## config.mk

```make
export PLATFORM = sky130hd
export DESIGN_NAME = analog_keypad_debouncer_top
export DESIGN_NICKNAME = d
export VERILOG_FILES = /design/src/rtl/akd_pkg.sv /design/src/rtl/analog_keypad_debouncer_top.sv
export SDC_FILE = /design/constraint.sdc
export NUM_CORES = 1
export LEC_CHECK = 0
export BUFFER_PORTS_ARGS = -buffer_cell sky130_fd_sc_hd__buf_2
export CORE_MARGIN = 2
export CORE_UTILIZATION = 60
export DETAILED_ROUTE_END_ITERATION = 6
export PLACE_DENSITY = 0.78
export SETUP_SLACK_MARGIN = 0.2
export SKIP_CTS_REPAIR_TIMING = 1
export SYNTH_ARGS = -nofsm -noshare
export SYNTH_HDL_FRONTEND = slang
export SYNTH_SLANG_ARGS = --single-unit
```

## constraint.sdc

```tcl
create_clock -name i_clk -period 15 [get_ports i_clk]
set_input_delay 3 -clock i_clk [delete_from_list [all_inputs] [get_ports i_clk]]
set_output_delay 3 -clock i_clk [all_outputs]
set_load 0.005 [all_outputs]
```

## src/rtl/akd_pkg.sv

```systemverilog
// ----------------------------------------------------------------------------
// akd_pkg: shared types and constants for the analog keypad debouncer
// Payload structs, button and key state codes, register map and reset values.
// ----------------------------------------------------------------------------
`default_nettype none

package akd_pkg;

    // button codes
    localparam logic [2:0] KEY_NONE   = 3'd0;
    localparam logic [2:0] KEY_RIGHT  = 3'd1;
    localparam logic [2:0] KEY_UP     = 3'd2;
    localparam logic [2:0] KEY_DOWN   = 3'd3;
    localparam logic [2:0] KEY_LEFT   = 3'd4;
    localparam logic [2:0] KEY_SELECT = 3'd5;

    // key state codes
    localparam logic [1:0] ST_RELEASED = 2'd0;
    localparam logic [1:0] ST_PRESSED  = 2'd1;
    localparam logic [1:0] ST_HELD     = 2'd2;

    // register indexes (byte address = 4 * index)
    localparam logic [2:0] REG_HOLD_TIME  = 3'd0;
    localparam logic [2:0] REG_STABLE_TOL = 3'd1;
    localparam logic [2:0] REG_STABLE_NED = 3'd2;
    localparam logic [2:0] REG_NONE_CUT   = 3'd3;
    localparam logic [2:0] REG_RIGHT_CUT  = 3'd4;
    localparam logic [2:0] REG_UP_CUT     = 3'd5;
    localparam logic [2:0] REG_DOWN_CUT   = 3'd6;
    localparam logic [2:0] REG_LEFT_CUT   = 3'd7;

    localparam int unsigned PADDR_W = 5;
    localparam int unsigned PDATA_W = 32;

    // register reset values
    localparam logic [15:0] RST_HOLD_TIME  = 16'd1000;
    localparam logic [11:0] RST_STABLE_TOL = 12'd10;
    localparam logic [7:0]  RST_STABLE_NED = 8'd3;
    localparam logic [11:0] RST_NONE_CUT   = 12'd4050;
    localparam logic [11:0] RST_RIGHT_CUT  = 12'd200;
    localparam logic [11:0] RST_UP_CUT     = 12'd1800;
    localparam logic [11:0] RST_DOWN_CUT   = 12'd2800;
    localparam logic [11:0] RST_LEFT_CUT   = 12'd3600;

    localparam logic [7:0] RUN_MAX = 8'd255;

    typedef struct packed {
        logic [11:0] adc_sample;
        logic [31:0] now_ms;
    } t_in;

    typedef struct packed {
        logic [2:0]  press_event;
        logic [1:0]  key_state;
        logic [2:0]  active_button;
        logic [11:0] average_level;
    } t_out;

    typedef struct packed {
        logic [11:0] none_cut;
        logic [11:0] right_cut;
        logic [11:0] up_cut;
        logic [11:0] down_cut;
        logic [11:0] left_cut;
    } t_cutoffs;

    // fixed priority: none, right, up, down, left, then select
    function automatic logic [2:0] classify(input logic [11:0] level, input t_cutoffs cut);
        logic [2:0] btn;
        if (level > cut.none_cut) begin
            btn = KEY_NONE;
        end else if (level < cut.right_cut) begin
            btn = KEY_RIGHT;
        end else if (level < cut.up_cut) begin
            btn = KEY_UP;
        end else if (level < cut.down_cut) begin
            btn = KEY_DOWN;
        end else if (level < cut.left_cut) begin
            btn = KEY_LEFT;
        end else begin
            btn = KEY_SELECT;
        end
        return btn;
    endfunction

endpackage

`default_nettype wire

```

## src/rtl/analog_keypad_debouncer_top.sv

```systemverilog
// ----------------------------------------------------------------------------
// analog_keypad_debouncer_top: resistor-ladder keypad debouncer
// Moving average of ADC samples, button classification, stability count and
// a released/pressed/held machine with one press event per press.
// ----------------------------------------------------------------------------
// Takes one ADC sample per cycle unless the output side stalls, and returns one
// result per sample, in order, through three registered stages: the running
// sum is updated as the request is taken, the next stage divides it by
// AVERAGE_DEPTH through a reciprocal multiply, and the last stage classifies
// the average and steps the stability count and key state into the output
// register. Output stalls back up through the three stages. The sample window is a
// shift line of AVERAGE_DEPTH entries cleared at reset. The user must write
// registers via the APB port only while no request is in flight; not enforced.
`default_nettype none

module analog_keypad_debouncer_top
    import akd_pkg::*;
#(
    parameter int unsigned AVERAGE_DEPTH = 8
) (
    input  wire logic               i_clk,
    input  wire logic               i_rst_n,

    input  wire logic               i_in_valid,
    output logic                    o_in_ready,
    input  wire t_in                i_in_data,

    output logic                    o_out_valid,
    input  wire logic               i_out_ready,
    output t_out                    o_out_data,

    input  wire logic               psel,
    input  wire logic               penable,
    input  wire logic               pwrite,
    input  wire logic [PADDR_W-1:0] paddr,
    input  wire logic [PDATA_W-1:0] pwdata,
    output logic      [PDATA_W-1:0] prdata,
    output logic                    pready
);

    localparam int unsigned DEPTH_LOG = $clog2(AVERAGE_DEPTH);
    localparam int unsigned SUM_W     = 12 + DEPTH_LOG;
    localparam int unsigned SHIFT     = SUM_W + DEPTH_LOG;
    localparam int unsigned MUL_W     = SUM_W + 2;
    localparam int unsigned PROD_W    = SUM_W + MUL_W;
    // ceil(2^SHIFT / depth): exact floor division for any SUM_W-bit sum
    localparam logic [MUL_W-1:0] RECIP =
        MUL_W'(((64'd1 << SHIFT) + 64'(AVERAGE_DEPTH) - 64'd1) / 64'(AVERAGE_DEPTH));

    // ---------------- configuration ----------------
    logic [15:0] r_hold_time;
    logic [11:0] r_stable_tol;
    logic [7:0]  r_stable_ned;
    t_cutoffs    r_cut;
    logic        cfg_wr;
    logic [2:0]  cfg_idx;

    assign pready  = 1'b1;
    assign cfg_idx = paddr[4:2];
    assign cfg_wr  = psel && penable && pwrite && pready;

    always_ff @(posedge i_clk) begin
        if (!i_rst_n) begin
            r_hold_time     <= RST_HOLD_TIME;
            r_stable_tol    <= RST_STABLE_TOL;
            r_stable_ned    <= RST_STABLE_NED;
            r_cut.none_cut  <= RST_NONE_CUT;
            r_cut.right_cut <= RST_RIGHT_CUT;
            r_cut.up_cut    <= RST_UP_CUT;
            r_cut.down_cut  <= RST_DOWN_CUT;
            r_cut.left_cut  <= RST_LEFT_CUT;
        end else if (cfg_wr) begin
            case (cfg_idx)
                REG_HOLD_TIME:  r_hold_time     <= pwdata[15:0];
                REG_STABLE_TOL: r_stable_tol    <= pwdata[11:0];
                REG_STABLE_NED: r_stable_ned    <= pwdata[7:0];
                REG_NONE_CUT:   r_cut.none_cut  <= pwdata[11:0];
                REG_RIGHT_CUT:  r_cut.right_cut <= pwdata[11:0];
                REG_UP_CUT:     r_cut.up_cut    <= pwdata[11:0];
                REG_DOWN_CUT:   r_cut.down_cut  <= pwdata[11:0];
                REG_LEFT_CUT:   r_cut.left_cut  <= pwdata[11:0];
                default: ;
            endcase
        end
    end

    always_comb begin
        case (cfg_idx)
            REG_HOLD_TIME:  prdata = {16'd0, r_hold_time};
            REG_STABLE_TOL: prdata = {20'd0, r_stable_tol};
            REG_STABLE_NED: prdata = {24'd0, r_stable_ned};
            REG_NONE_CUT:   prdata = {20'd0, r_cut.none_cut};
            REG_RIGHT_CUT:  prdata = {20'd0, r_cut.right_cut};
            REG_UP_CUT:     prdata = {20'd0, r_cut.up_cut};
            REG_DOWN_CUT:   prdata = {20'd0, r_cut.down_cut};
            REG_LEFT_CUT:   prdata = {20'd0, r_cut.left_cut};
            default:        prdata = '0;
        endcase
    end

    // ---------------- pipeline flow ----------------
    logic r_a_valid, r_b_valid, r_out_valid;
    logic out_load, b_load_ok, b_adv, a_adv, in_fire;

    assign out_load   = !r_out_valid || i_out_ready;
    assign b_load_ok  = !r_b_valid || out_load;
    assign b_adv      = r_b_valid && out_load;
    assign a_adv      = r_a_valid && b_load_ok;
    assign o_in_ready = !r_a_valid || b_load_ok;
    assign in_fire    = i_in_valid && o_in_ready;

    always_ff @(posedge i_clk) begin
        if (!i_rst_n) begin
            r_a_valid   <= 1'b0;
            r_b_valid   <= 1'b0;
            r_out_valid <= 1'b0;
        end else begin
            if (o_in_ready) begin
                r_a_valid <= i_in_valid;
            end
            if (b_load_ok) begin
                r_b_valid <= r_a_valid;
            end
            if (out_load) begin
                r_out_valid <= r_b_valid;
            end
        end
    end

    // ---------------- stage A: window and running sum ----------------
    logic [11:0]      r_ring [AVERAGE_DEPTH];
    logic [SUM_W-1:0] r_sum;
    logic [SUM_W-1:0] n_sum;
    logic [31:0]      r_a_now;

    // oldest sample sits at the end of the shift line
    assign n_sum = r_sum - SUM_W'(r_ring[AVERAGE_DEPTH-1]) + SUM_W'(i_in_data.adc_sample);

    always_ff @(posedge i_clk) begin
        if (!i_rst_n) begin
            for (int k = 0; k < AVERAGE_DEPTH; k++) begin
                r_ring[k] <= '0;
            end
            r_sum <= '0;
        end else if (in_fire) begin
            r_ring[0] <= i_in_data.adc_sample;
            for (int k = 1; k < AVERAGE_DEPTH; k++) begin
                r_ring[k] <= r_ring[k-1];
            end
            r_sum <= n_sum;
        end
    end

    always_ff @(posedge i_clk) begin
        if (in_fire) begin
            r_a_now <= i_in_data.now_ms;
        end
    end

    // ---------------- stage B: divide by depth ----------------
    logic [PROD_W-1:0] r_b_prod;
    logic [31:0]       r_b_now;

    always_ff @(posedge i_clk) begin
        if (a_adv) begin
            r_b_prod <= PROD_W'(r_sum) * PROD_W'(RECIP);
            r_b_now  <= r_a_now;
        end
    end

    // ---------------- stage C: classify, stability, key state ----------------
    logic [11:0] r_ref_level;
    logic        r_ref_valid;
    logic [2:0]  r_ref_button;
    logic [7:0]  r_run;
    logic [1:0]  r_state;
    logic [2:0]  r_held;
    logic [31:0] r_start;
    t_out        r_out;

    logic [11:0] avg;
    logic [2:0]  det;
    logic [11:0] diff;
    logic [11:0] n_ref_level;
    logic [2:0]  n_ref_button;
    logic [7:0]  n_run;
    logic [1:0]  n_state;
    logic [2:0]  n_held;
    logic [31:0] n_start;
    logic [2:0]  n_event;
    logic [31:0] elapsed;
    logic        lost;

    assign avg     = r_b_prod[SHIFT +: 12];
    assign det     = classify(avg, r_cut);
    assign diff    = (avg > r_ref_level) ? (avg - r_ref_level) : (r_ref_level - avg);
    assign elapsed = r_b_now - r_start;
    assign lost    = (det == KEY_NONE) || (det != r_held);

    always_comb begin
        n_ref_level  = r_ref_level;
        n_ref_button = r_ref_button;
        n_run        = r_run;
        if (!r_ref_valid) begin
            n_ref_level  = avg;
            n_ref_button = det;
            n_run        = 8'd1;
        end else if (diff <= r_stable_tol && det == r_ref_button) begin
            if (r_run != RUN_MAX) begin
                n_run = r_run + 8'd1;
            end
        end else begin
            n_ref_level  = avg;
            n_ref_button = det;
            n_run        = 8'd1;
        end

        n_state = r_state;
        n_held  = r_held;
        n_start = r_start;
        n_event = KEY_NONE;
        case (r_state)
            ST_RELEASED: begin
                if (n_run >= r_stable_ned && det != KEY_NONE) begin
                    n_state = ST_PRESSED;
                    n_start = r_b_now;
                    n_held  = det;
                    n_event = det;
                end
            end
            ST_PRESSED: begin
                if (lost) begin
                    n_state = ST_RELEASED;
                    n_held  = KEY_NONE;
                end else if (elapsed > {16'd0, r_hold_time}) begin
                    n_state = ST_HELD;
                end
            end
            default: begin
                if (lost) begin
                    n_state = ST_RELEASED;
                    n_held  = KEY_NONE;
                end
            end
        endcase
    end

    always_ff @(posedge i_clk) begin
        if (!i_rst_n) begin
            r_ref_level  <= '0;
            r_ref_valid  <= 1'b0;
            r_ref_button <= KEY_NONE;
            r_run        <= '0;
            r_state      <= ST_RELEASED;
            r_held       <= KEY_NONE;
            r_start      <= '0;
        end else if (b_adv) begin
            r_ref_level  <= n_ref_level;
            r_ref_valid  <= 1'b1;
            r_ref_button <= n_ref_button;
            r_run        <= n_run;
            r_state      <= n_state;
            r_held       <= n_held;
            r_start      <= n_start;
        end
    end

    always_ff @(posedge i_clk) begin
        if (b_adv) begin
            r_out.press_event   <= n_event;
            r_out.key_state     <= n_state;
            r_out.active_button <= n_held;
            r_out.average_level <= avg;
        end
    end

    assign o_out_valid = r_out_valid;
    assign o_out_data  = r_out;

`ifndef SYNTHESIS
    a_released_no_button: assert property (@(posedge i_clk) disable iff (!i_rst_n)
        (r_state == ST_RELEASED) |-> (r_held == KEY_NONE))
        else $error("released state carries a button");

    a_pressed_has_button: assert property (@(posedge i_clk) disable iff (!i_rst_n)
        (r_state != ST_RELEASED) |-> (r_held != KEY_NONE))
        else $error("pressed or held state without a button");

    a_event_means_press: assert property (@(posedge i_clk) disable iff (!i_rst_n)
        (o_out_valid && o_out_data.press_event != KEY_NONE) |->
        (o_out_data.key_state == ST_PRESSED &&
         o_out_data.active_button == o_out_data.press_event))
        else $error("press event without matching pressed state");

    a_run_nonzero: assert property (@(posedge i_clk) disable iff (!i_rst_n)
        r_ref_valid |-> (r_run != 8'd0))
        else $error("stable run is zero with a valid reference");
`endif

endmodule

`default_nettype wire

```

==> impl_results.md, run 1 <==
* Status: finished, final reports clean
* Setup crit end kind: flip-flop
* Share of cells above drive strength 1 at 0.0927
* Sink Count at roughly 370
* PortBufs at approximately 110
* CP max stage cell: a21boi_1
* Seq cells post-synth at about 370
* Antenna violations before repair at 0
* Worst Hold Launch: r_a_now[2]$_DFFE_PP_
* Worst vdd ir at about 120 µV
* R2R depth at 32
* Grt ovf at 0
* Worst-margin pin slew at about 1.2 ns
* Die W at roughly 190 µm
* Area Growth Syn to Fin at 9.87%
* Async SR Flop Fraction at 0
* Final Hold Viols at 0
* Final design utilization at 0.667
* Top cells by area, synth: edfxtp_1, dfxtp_1, ha_1
* Most used DFF post-synth: edfxtp_1
* Clock-pin transition on the worst setup and hold timing paths at about 0.06 ns
* GR Util All Layers at 0.276
* Max stage delay on crit path at 0.61 ns
* Routed wire length at 48.6 mm
* Area leader, netlist: edfxtp_1
* Die ar. at between 30000 and 40000 µm²
* Starting Density at 0.607
* IO Count at around 140
* WS Path Type: reg -> reg
* Die H at 188 µm
* Worst hold path cell count at 0
* Vias in the first global route at ~15000
* Critical Path RT at 15.42 ns
* Most frequent CP cell: a21o_1
* Clock tree root driver cell: clkbuf_16
* Final GP Congestion at ~0.93
* Row count at between 60 and 70
* Mapped Area at just over 20000 µm²
* Pwr dens at between 100 and 150 nW/µm²
* Max-slew violation count at 0
* Setup_tns at 0 ns
* Top-area cell type share of the netlist area at 0.284
* Post-layout net count at ~2500
* R2R setup slack at 6.71 ns
* Startpoint Class: flip-flop
* Hold Crit Endpoint: r_b_now[2]$_DFFE_PP_
* Total number of vias at roughly 16000
* Highest Clock Rate at about 0.12 GHz
* ANT nets after route at 0
* Clock Skew at between 0.02 and 0.03 ns
* Max FO, Critical Path at 34
* HPWL after DPL at around 35 mm
* HP Class: reg -> reg
* Synthesized instance count at 2152
* CTS buffer count at 39
* Worst rel slew slack at 0.164
* Syn avg cell area at 9.44 µm²
* Synth warnings at 0
* Yosys cell types at 80
* Core Footprint at 33400 µm²
* Initial drt markers at 1217
* Post-route DRC at 0
* Critical R2R Launch: r_b_prod[18]$_DFFE_PP_
* Via/cell ratio at 5.83
* CTS tree: yes
* WL/cell at 18.1 µm
* Setup violators final at 0
* Bufs on Longest Clock Path at 3
* First-pass GRT wire length at about 78 mm
* WP data arrival at between 8 and 9 ns
* Htree depth at 2
* Minimum clock period at around 8.3 ns
* Worst skew pair latency at between 0.5 and 0.6 ns
* R2r endpoint: r_start[5]$_SDFFE_PN0P_
* DR pass1 iterations at 5
* Diodes inserted at 0
* Hold WS at 0.417 ns
* Post-synthesis sequential area ratio at 0.456
* Max cap viols at 0
* EDFF count, synth at between 150 and 200
* RSZ-0062 raised after global routing: false
* Period utilisation layout at 0.553
* Static Leakage at around 9.4 nW
* Largest net degree at the start of global routing at around 110
[metal layers]
layer	GRT usage	up-vias	wire length, µm
met2	0.441	521	22300
met4	0.0945	0	1480
li1	-	7622	-
met5	0	-	0
met3	0.0524	101	3210
met1	0.379	7438	21600
[worst max-delay path: cells and delay by family, from the launching register on]
| kind | cells | cell delay (ns) |
|---|---|---|
| xor gates and xnor gates | 1 | 0.17 |
| AOI/OAI and AO/OA | 17 | 3.83 |
| DFF | 1 | 0.56 |
| and+or+nand+nor | 5 | 1.04 |
| buffers and inverters | 3 | 0.71 |
| muxes | 2 | 0.67 |
| adders and majority gates | 4 | 1.11 |
[kinds of logic (layout without fill, tap and decap cells)]
kind of cell | Yosys count | after routing | share of synthesized area
xor gates and xnor gates | 44 | 44 | 0.0193
adders and majority gates | 177 | 177 | 0.115
and+or+nand+nor | 691 | 691 | 0.159
DFF | 367 | 367 | 0.456
other | 2 | 17 | 0.000370
muxes | 80 | 80 | 0.0409
AOI/OAI and AO/OA | 457 | 457 | 0.143
buffers and inverters | 334 | 410 | 0.0669
[cell type report]
cell class | count | area [µm²]
sequential | 367 | 9270
tap | 448 | 561
clock buffer | 57 | 1080
multi-input combinational | 1466 | 9760
timing repair buffer | 120 | 636
inverter | 218 | 820
clock inverter | 15 | 176
fill | 2627 | 11100
[metrics by stage]
stage | total power [mW] | instances | instance area (µm²) | setup WS, ns
floorplan | 1.61 | 2167 | 20400 | 7.63
global placement | 1.71 | 2619 | 21000 | 6.80
detailed placement | 1.74 | 2619 | 21000 | 6.65
CTS | 2.69 | 2691 | 22300 | 6.62
global route | 2.81 | 2691 | 22300 | 6.23
finish | 2.67 | 2691 | 22300 | 6.71
[worst max path at each step]
stage / depth (start not counted) / from / slack [ns] / end
floorplan: 7 / paddr[2] / 7.63 / prdata[6]
global placement: 32 / r_b_prod[18]$_DFFE_PP_ / 6.80 / r_state[0]$_SDFFE_PN0P_
detailed placement: 32 / r_b_prod[18]$_DFFE_PP_ / 6.65 / r_state[0]$_SDFFE_PN0P_
CTS: 32 / r_b_prod[18]$_DFFE_PP_ / 6.62 / r_state[0]$_SDFFE_PN0P_
global route: 32 / r_b_prod[18]$_DFFE_PP_ / 6.23 / r_start[10]$_SDFFE_PN0P_
finish: 32 / r_b_prod[18]$_DFFE_PP_ / 6.71 / r_start[5]$_SDFFE_PN0P_
[power by group]
group	total [mW]	internal, mW	switching, mW	leakage [nW]
clock	0.946	0.544	0.403	0.614
sequential	1.16	1.12	0.0431	3.39
combinational	0.560	0.237	0.323	5.43
[registers in the layout, summed over array words and instances (netlist names)]
| signal | cells |
|---|---|
| o_out_data | 20 |
| o_out_valid | 1 |
| r_a_now | 32 |
| r_a_valid | 1 |
| r_b_now | 32 |
| r_b_prod | 12 |
| r_b_valid | 1 |
| r_cut | 60 |
| r_held | 3 |
| r_hold_time | 16 |
| r_ref_button | 3 |
| r_ref_level | 12 |
| r_ref_valid | 1 |
| r_ring | 96 |
| r_run | 8 |
| r_stable_ned | 8 |
| r_stable_tol | 12 |
| r_start | 32 |
| r_state | 2 |
| r_sum | 15 |
[cells in the final DEF, fill, tap and decap left out, drive strengths merged, types with 6 or more instances in the layout]
cell and n:
nand3 31, clkbuf 57, a211oi 7, conb 17
nor2 153, a21boi 6, clkinv 10, fa 15
o211ai 50, o22ai 8, o21ai 71, a21oi 179
nor4 9, a221oi 13, nand2b 20, a22o 6
o21a 10, o2111ai 7, nor3 28, and2 33
nor2b 19, nand4 27, a21o 36, inv 220
buf 120, or3 7, mux2i 74, dfxtp 175
a31oi 16, edfxtp 192, xor2 15, and3 70
nand2 280, xnor2 29, ha 162
[synthesized netlist by cell type (all sizes together), types with 20 or more instances]
master and instances:
o21ai 71, nor3 28, and3 70, and2 33, a21o 36, a21oi 179
clkbuf 80, inv 218, o211ai 50, buf 36, xnor2 29, ha 162
nand2 280, nand3 31, dfxtp 175, nor2 153, mux2i 74, edfxtp 192
nand2b 20, nand4 27
No activity file was read; power rests on OpenSTA's default activity.
==> run 2, diff against run 1 <==
Clock period 15 ns to 8.3 ns, I/O delays scaled along.
==> impl_results.md, run 2 (same netlist as run 1, synthesis figures left out) <==
* Worst skew pair latency at 0.58 ns (was 0.57 ns)
* Post-route DRC at 0 (unchanged)
* Clock-pin transition on the worst setup and hold timing paths at 0.06 ns (about the same)
* Most frequent cells in the layout: nand2_1, inv_1, edfxtp_1 (unchanged)
* Die W at 188 µm (unchanged)
* Diodes inserted at 0 (unchanged)
* Critical Path RT at 8.72 ns (was 15.42 ns)
* Largest register by flop count: r_ring (unchanged)
* Die H at 188 µm (unchanged)
* Final design utilization at 0.675 (was 0.667)
* Worst-margin pin slew at 1.34 ns (was 1.25 ns)
* Row count at 67 (unchanged)
* Core Footprint at 33400 µm² (unchanged)
* ANT nets after route at 0 (unchanged)
* WL/cell at 18.0 µm (was 18.1 µm)
* WP data arrival at 7.52 ns (was 8.71 ns)
* Most frequent CP cell: a21o_1 (unchanged)
* Post-layout net count at 2491 (was 2477)
* Commonest non-fill, non-tap cell in the layout: nand2_1 (unchanged)
* CTS buffer count at 40 (was 39)
* Worst setup margin at 1.20 ns (was 6.71 ns)
* CP bufs+invs at 3 (unchanged)
* Total number of vias at 16000 (was 15700)
* PortBufs at 107 (unchanged)
* Critical path startpoint: r_b_prod[24]$_DFFE_PP_ (was r_b_prod[18]$_DFFE_PP_)
* CTS tree: yes (unchanged)
* Worst vdd ir at 202 µV (was 124 µV)
* GR Util All Layers at 0.274 (was 0.276)
* Highest Clock Rate at 0.141 GHz (was 0.121 GHz)
* Worst Hold Launch: r_a_now[29]$_DFFE_PP_ (was r_a_now[2]$_DFFE_PP_)
* Max FO, Critical Path at 34 (unchanged)
* Max stage delay on crit path at 0.69 ns (was 0.61 ns)
* Status: finished, final reports clean (unchanged)
* Worst rel slew slack at 0.101 (was 0.164)
* Starting Density at 0.607 (unchanged)
* HPWL after DPL at 34.7 mm (was 34.6 mm)
* Share of cells above drive strength 1 at 0.100 (was 0.0927)
* Critical R2R Launch: r_b_prod[24]$_DFFE_PP_ (was r_b_prod[18]$_DFFE_PP_)
* Max-slew violation count at 0 (unchanged)
* Final GP Congestion at 0.990 (was 0.930)
* Setup crit end kind: flip-flop (unchanged)
* Htree depth at 2 (unchanged)
* Grt ovf at 0 (unchanged)
* Delay-heaviest family, CP: compound AO/OA/AOI/OAI gates (unchanged)
* RSZ-0062 raised after global routing: false (unchanged)
* Setup violators final at 0 (unchanged)
* Largest net degree at the start of global routing at 108 (unchanged)
* Pwr dens at 222 nW/µm² (was 120 nW/µm²)
* Vias in the first global route at 15200 (was 15000)
* Sink Count at 367 (unchanged)
* CP max stage cell: o21ai_2 (was a21boi_1)
* Routed wire length at 48.7 mm (was 48.6 mm)
* Max cap viols at 0 (unchanged)
* Total power draw at 5.01 mW (was 2.67 mW)
* Max FFs per register at 96 (unchanged)
* Period utilisation layout at 0.855 (was 0.553)
* Hold WS at 0.418 ns (was 0.417 ns)
* Initial drt markers at 1324 (was 1217)
* DR pass1 iterations at 7 (was 5)
* Setup WS pre-CTS at 1.27 ns (was 6.65 ns)
* HP Class: reg -> reg (unchanged)
* WS Path Type: reg -> reg (unchanged)
* IO Count at 143 (unchanged)
* Placed cells at 2632 (was 2619)
* Area Growth Syn to Fin at 11.2% (was 9.87%)
* Clock tree root driver cell: clkbuf_16 (unchanged)
* Via/cell ratio at 5.91 (was 5.83)
* Biggest regs: r_ring (96), r_cut (60) (unchanged)
* Design area at 22600 µm² (was 22300 µm²)
* First-pass GRT wire length at 77.3 mm (was 77.5 mm)
* Static Leakage at 9.58 nW (was 9.43 nW)
* Die ar. at 35300 µm² (unchanged)
* Final Hold Viols at 0 (unchanged)
* Minimum clock period at 7.10 ns (was 8.29 ns)
* Antenna violations before repair at 0 (unchanged)
* Placed inst area at 21200 µm² (was 21000 µm²)
* Bufs on Longest Clock Path at 3 (unchanged)
* Startpoint Class: flip-flop (unchanged)
* Clock Skew at 0.0266 ns (was 0.0272 ns)
* Final non-filler cell total at 2704 (was 2691)
* Setup_tns at 0 ns (unchanged)
==> run 2: cell count changes in the layout (fill, tap and decap cells not counted), sizes merged <==
cell / change
buf: +13
bufinv: +3
inv: -2
clkinv: +3
clkinvlp: +1
clkbuf: -5
==> run 2: per-layer routing <==
metal	wire length (µm)	track usage
met1	20900	0.367
met2	22100	0.433
met3	3580	0.0518
met4	2200	0.129
met5	0	0
==> run 2: worst paths after layout <==
| path | endpoint | slack, ns | cells after the start |
|---|---|---|---|
| setup / recovery | r_start[15]$_SDFFE_PN0P_ | 1.20 | 31 |
| hold reg to reg | r_b_now[29]$_DFFE_PP_ | 0.42 | 0 |
| setup reg to reg | r_start[15]$_SDFFE_PN0P_ | 1.20 | 31 |
| hold / removal | r_b_now[29]$_DFFE_PP_ | 0.42 | 0 |
==> run 2: final cells by class <==
| type | count | area, µm² |
|---|---|---|
| fill | 2583 | 10900 |
| multi-input combinational | 1466 | 9760 |
| sequential | 367 | 9270 |
| clock buffer | 52 | 1140 |
| inverter | 218 | 820 |
| timing repair buffer | 133 | 746 |
| tap | 448 | 561 |
| clock inverter | 20 | 280 |
==> run 2: report_power, final <==
group / switching [mW] / total, mW / internal [mW]
Sequential: 0.0542 / 2.08 / 2.03
Clock: 0.748 / 1.88 / 1.13
Combinational: 0.608 / 1.05 / 0.437
==> run 3, diff against run 2 <==
Settings changed: CORE_UTILIZATION 60 to 55, PLACE_DENSITY 0.78 to 0.76.
Clock period 8.3 ns to 5.89 ns, I/O delays scaled along.
==> impl_results.md, run 3 (same netlist as run 1, synthesis figures left out) <==
* Status: finished with violations (was finished, final reports clean)
* Failing checks: setup timing
* Worst-margin pin slew at 1.24 ns (was 1.34 ns)
* Max FO, Critical Path at 8 (was 34)
* Top Metal Used: met4 (unchanged)
* Clock tree root driver cell: clkbuf_16 (unchanged)
* Bufs on Longest Clock Path at 3 (unchanged)
* Post-layout net count at 2529 (was 2491)
* First-pass GRT wire length at 79.4 mm (was 77.3 mm)
* Core Footprint at 36500 µm² (was 33400 µm²)
* WP data arrival at 6.53 ns (was 7.52 ns)
* Setup violators final at 43 (was 0)
* Worst rel slew slack at 0.171 (was 0.101)
* Final design utilization at 0.631 (was 0.675)
* Area Growth Syn to Fin at 13.6% (was 11.2%)
* Static Leakage at 9.76 nW (was 9.58 nW)
* Initial drt markers at 1162 (was 1324)
* Grt ovf at 0 (unchanged)
* Worst skew pair latency at 0.58 ns (about the same)
* Clock Skew at 0.0231 ns (was 0.0266 ns)
* Biggest regs: r_ring (96), r_cut (60) (unchanged)
* Setup crit end kind: flip-flop (unchanged)
* Routed wire length at 51.3 mm (was 48.7 mm)
* HP Class: reg -> reg (unchanged)
* Row count at 70 (was 67)
* GR Util All Layers at 0.261 (was 0.274)
* Largest net degree at the start of global routing at 92 (was 108)
* Final Hold Viols at 0 (unchanged)
* Critical Path RT at 6.22 ns (was 8.72 ns)
* Final GP Congestion at 0.949 (was 0.990)
* CTS tree: yes (unchanged)
* Die H at 196 µm (was 188 µm)
* Worst vdd ir at 260 µV (was 202 µV)
* Most frequent cells in the layout: nand2_1, inv_1, edfxtp_1 (unchanged)
* CTS buffer count at 41 (was 40)
* Die ar. at 38500 µm² (was 35300 µm²)
* Commonest non-fill, non-tap cell in the layout: nand2_1 (unchanged)
* CP max stage cell: edfxtp_1 (was o21ai_2)
* Max stage delay on crit path at 0.39 ns (was 0.69 ns)
* Highest Clock Rate at 0.161 GHz (was 0.141 GHz)
* Wire length on met1 at 22.9 mm (was 20.9 mm)
* Diodes inserted at 0 (unchanged)
* Antenna violations before repair at 0 (unchanged)
* DR pass1 iterations at 5 (was 7)
* Minimum clock period at 6.19 ns (was 7.10 ns)
* PortBufs at 107 (unchanged)
* Post-route DRC at 0 (unchanged)
* Max-slew violation count at 0 (unchanged)
* Pwr dens at 310 nW/µm² (was 222 nW/µm²)
* Starting Density at 0.556 (was 0.607)
* Sink Count at 367 (unchanged)
* RSZ-0062 raised after global routing: true (was false)
* WS Path Type: reg -> reg (unchanged)
* Worst setup margin at -0.302 ns (was 1.20 ns)
* Total number of vias at 16000 (about the same)
* Share of cells above drive strength 1 at 0.125 (was 0.100)
* Period utilisation layout at 1.05 (was 0.855)
* Htree depth at 2 (unchanged)
* HPWL after DPL at 36.2 mm (was 34.7 mm)
* Die W at 196 µm (was 188 µm)
* Routed wl met3 at 3.28 mm (was 3.58 mm)
* Most frequent CP cell: a21o_1 (unchanged)
* Vias in the first global route at 15100 (was 15200)
* Placed cells at 2682 (was 2632)
* Max cap viols at 0 (unchanged)
* Max FFs per register at 96 (unchanged)
* Met2 wire len at 23.5 mm (was 22.1 mm)
* Largest register by flop count: r_ring (unchanged)
* Setup WS pre-CTS at -0.489 ns (was 1.27 ns)
* Hold WS at 0.411 ns (was 0.418 ns)
* IO Count at 143 (unchanged)
* Clock-pin transition on the worst setup and hold timing paths at 0.06 ns (about the same)
* ANT nets after route at 0 (unchanged)
* Via/cell ratio at 5.80 (was 5.91)
* Final non-filler cell total at 2764 (was 2704)
* Startpoint Class: flip-flop (unchanged)
* WL/cell at 18.5 µm (was 18.0 µm)
-- run 3: final timing paths --
check	from	to	slack [ns]	cells past startpoint
worst max-delay path	r_b_prod[18]$_DFFE_PP_	o_out_data[14]$_DFFE_PP_	-0.30	32
worst min-delay path	r_a_now[18]$_DFFE_PP_	r_b_now[18]$_DFFE_PP_	0.41	0
worst max register to register	r_b_prod[18]$_DFFE_PP_	o_out_data[14]$_DFFE_PP_	-0.30	32
worst min register to register	r_a_now[18]$_DFFE_PP_	r_b_now[18]$_DFFE_PP_	0.41	0
-- run 3: final cells by class --
type | count | area (µm²)
fillers | 2962 | 13500
multi-input cells | 1466 | 9940
flip-flops and latches | 367 | 9270
clock buffers | 54 | 1120
repair buffers | 170 | 1070
inverters | 218 | 822
well taps | 468 | 586
clock inverters | 21 | 264
-- run 3: power breakdown --
part / total, mW / internal [mW] / switching (mW)
sequential: 2.93 / 2.86 / 0.0714
combinational: 1.60 / 0.684 / 0.919
clock: 2.62 / 1.53 / 1.08
total: 7.15 / 5.07 / 2.07
-- run 3: through the flow --
step / instance area [µm²] / setup TNS (ns) / power, mW
floorplan: 20500 / -1.42 / 4.10
global placement: 21500 / -8.92 / 4.45
detailed placement: 21500 / -18.25 / 4.51
CTS: 22800 / -19.49 / 7.13
global route: 23100 / -23.13 / 7.48
finish: 23100 / -9.23 / 7.15
-- run 3: worst max-delay path: cells and delay by family, from the launching register on --
| kind | cells | cell delay, ns |
|---|---|---|
| compound gates | 17 | 2.85 |
| fa+ha+maj | 4 | 1.04 |
| simple gates | 5 | 0.73 |
| flops | 1 | 0.39 |
| buf+inv | 4 | 0.38 |
| mux | 1 | 0.36 |
| xor+xnor | 1 | 0.16 |
-- run 3: metal layers --
layer,up-vias,track usage
met3,100,0.0392
li1,7731,-
met4,0,0.0990
met5,-,0
met1,7635,0.363
met2,552,0.416
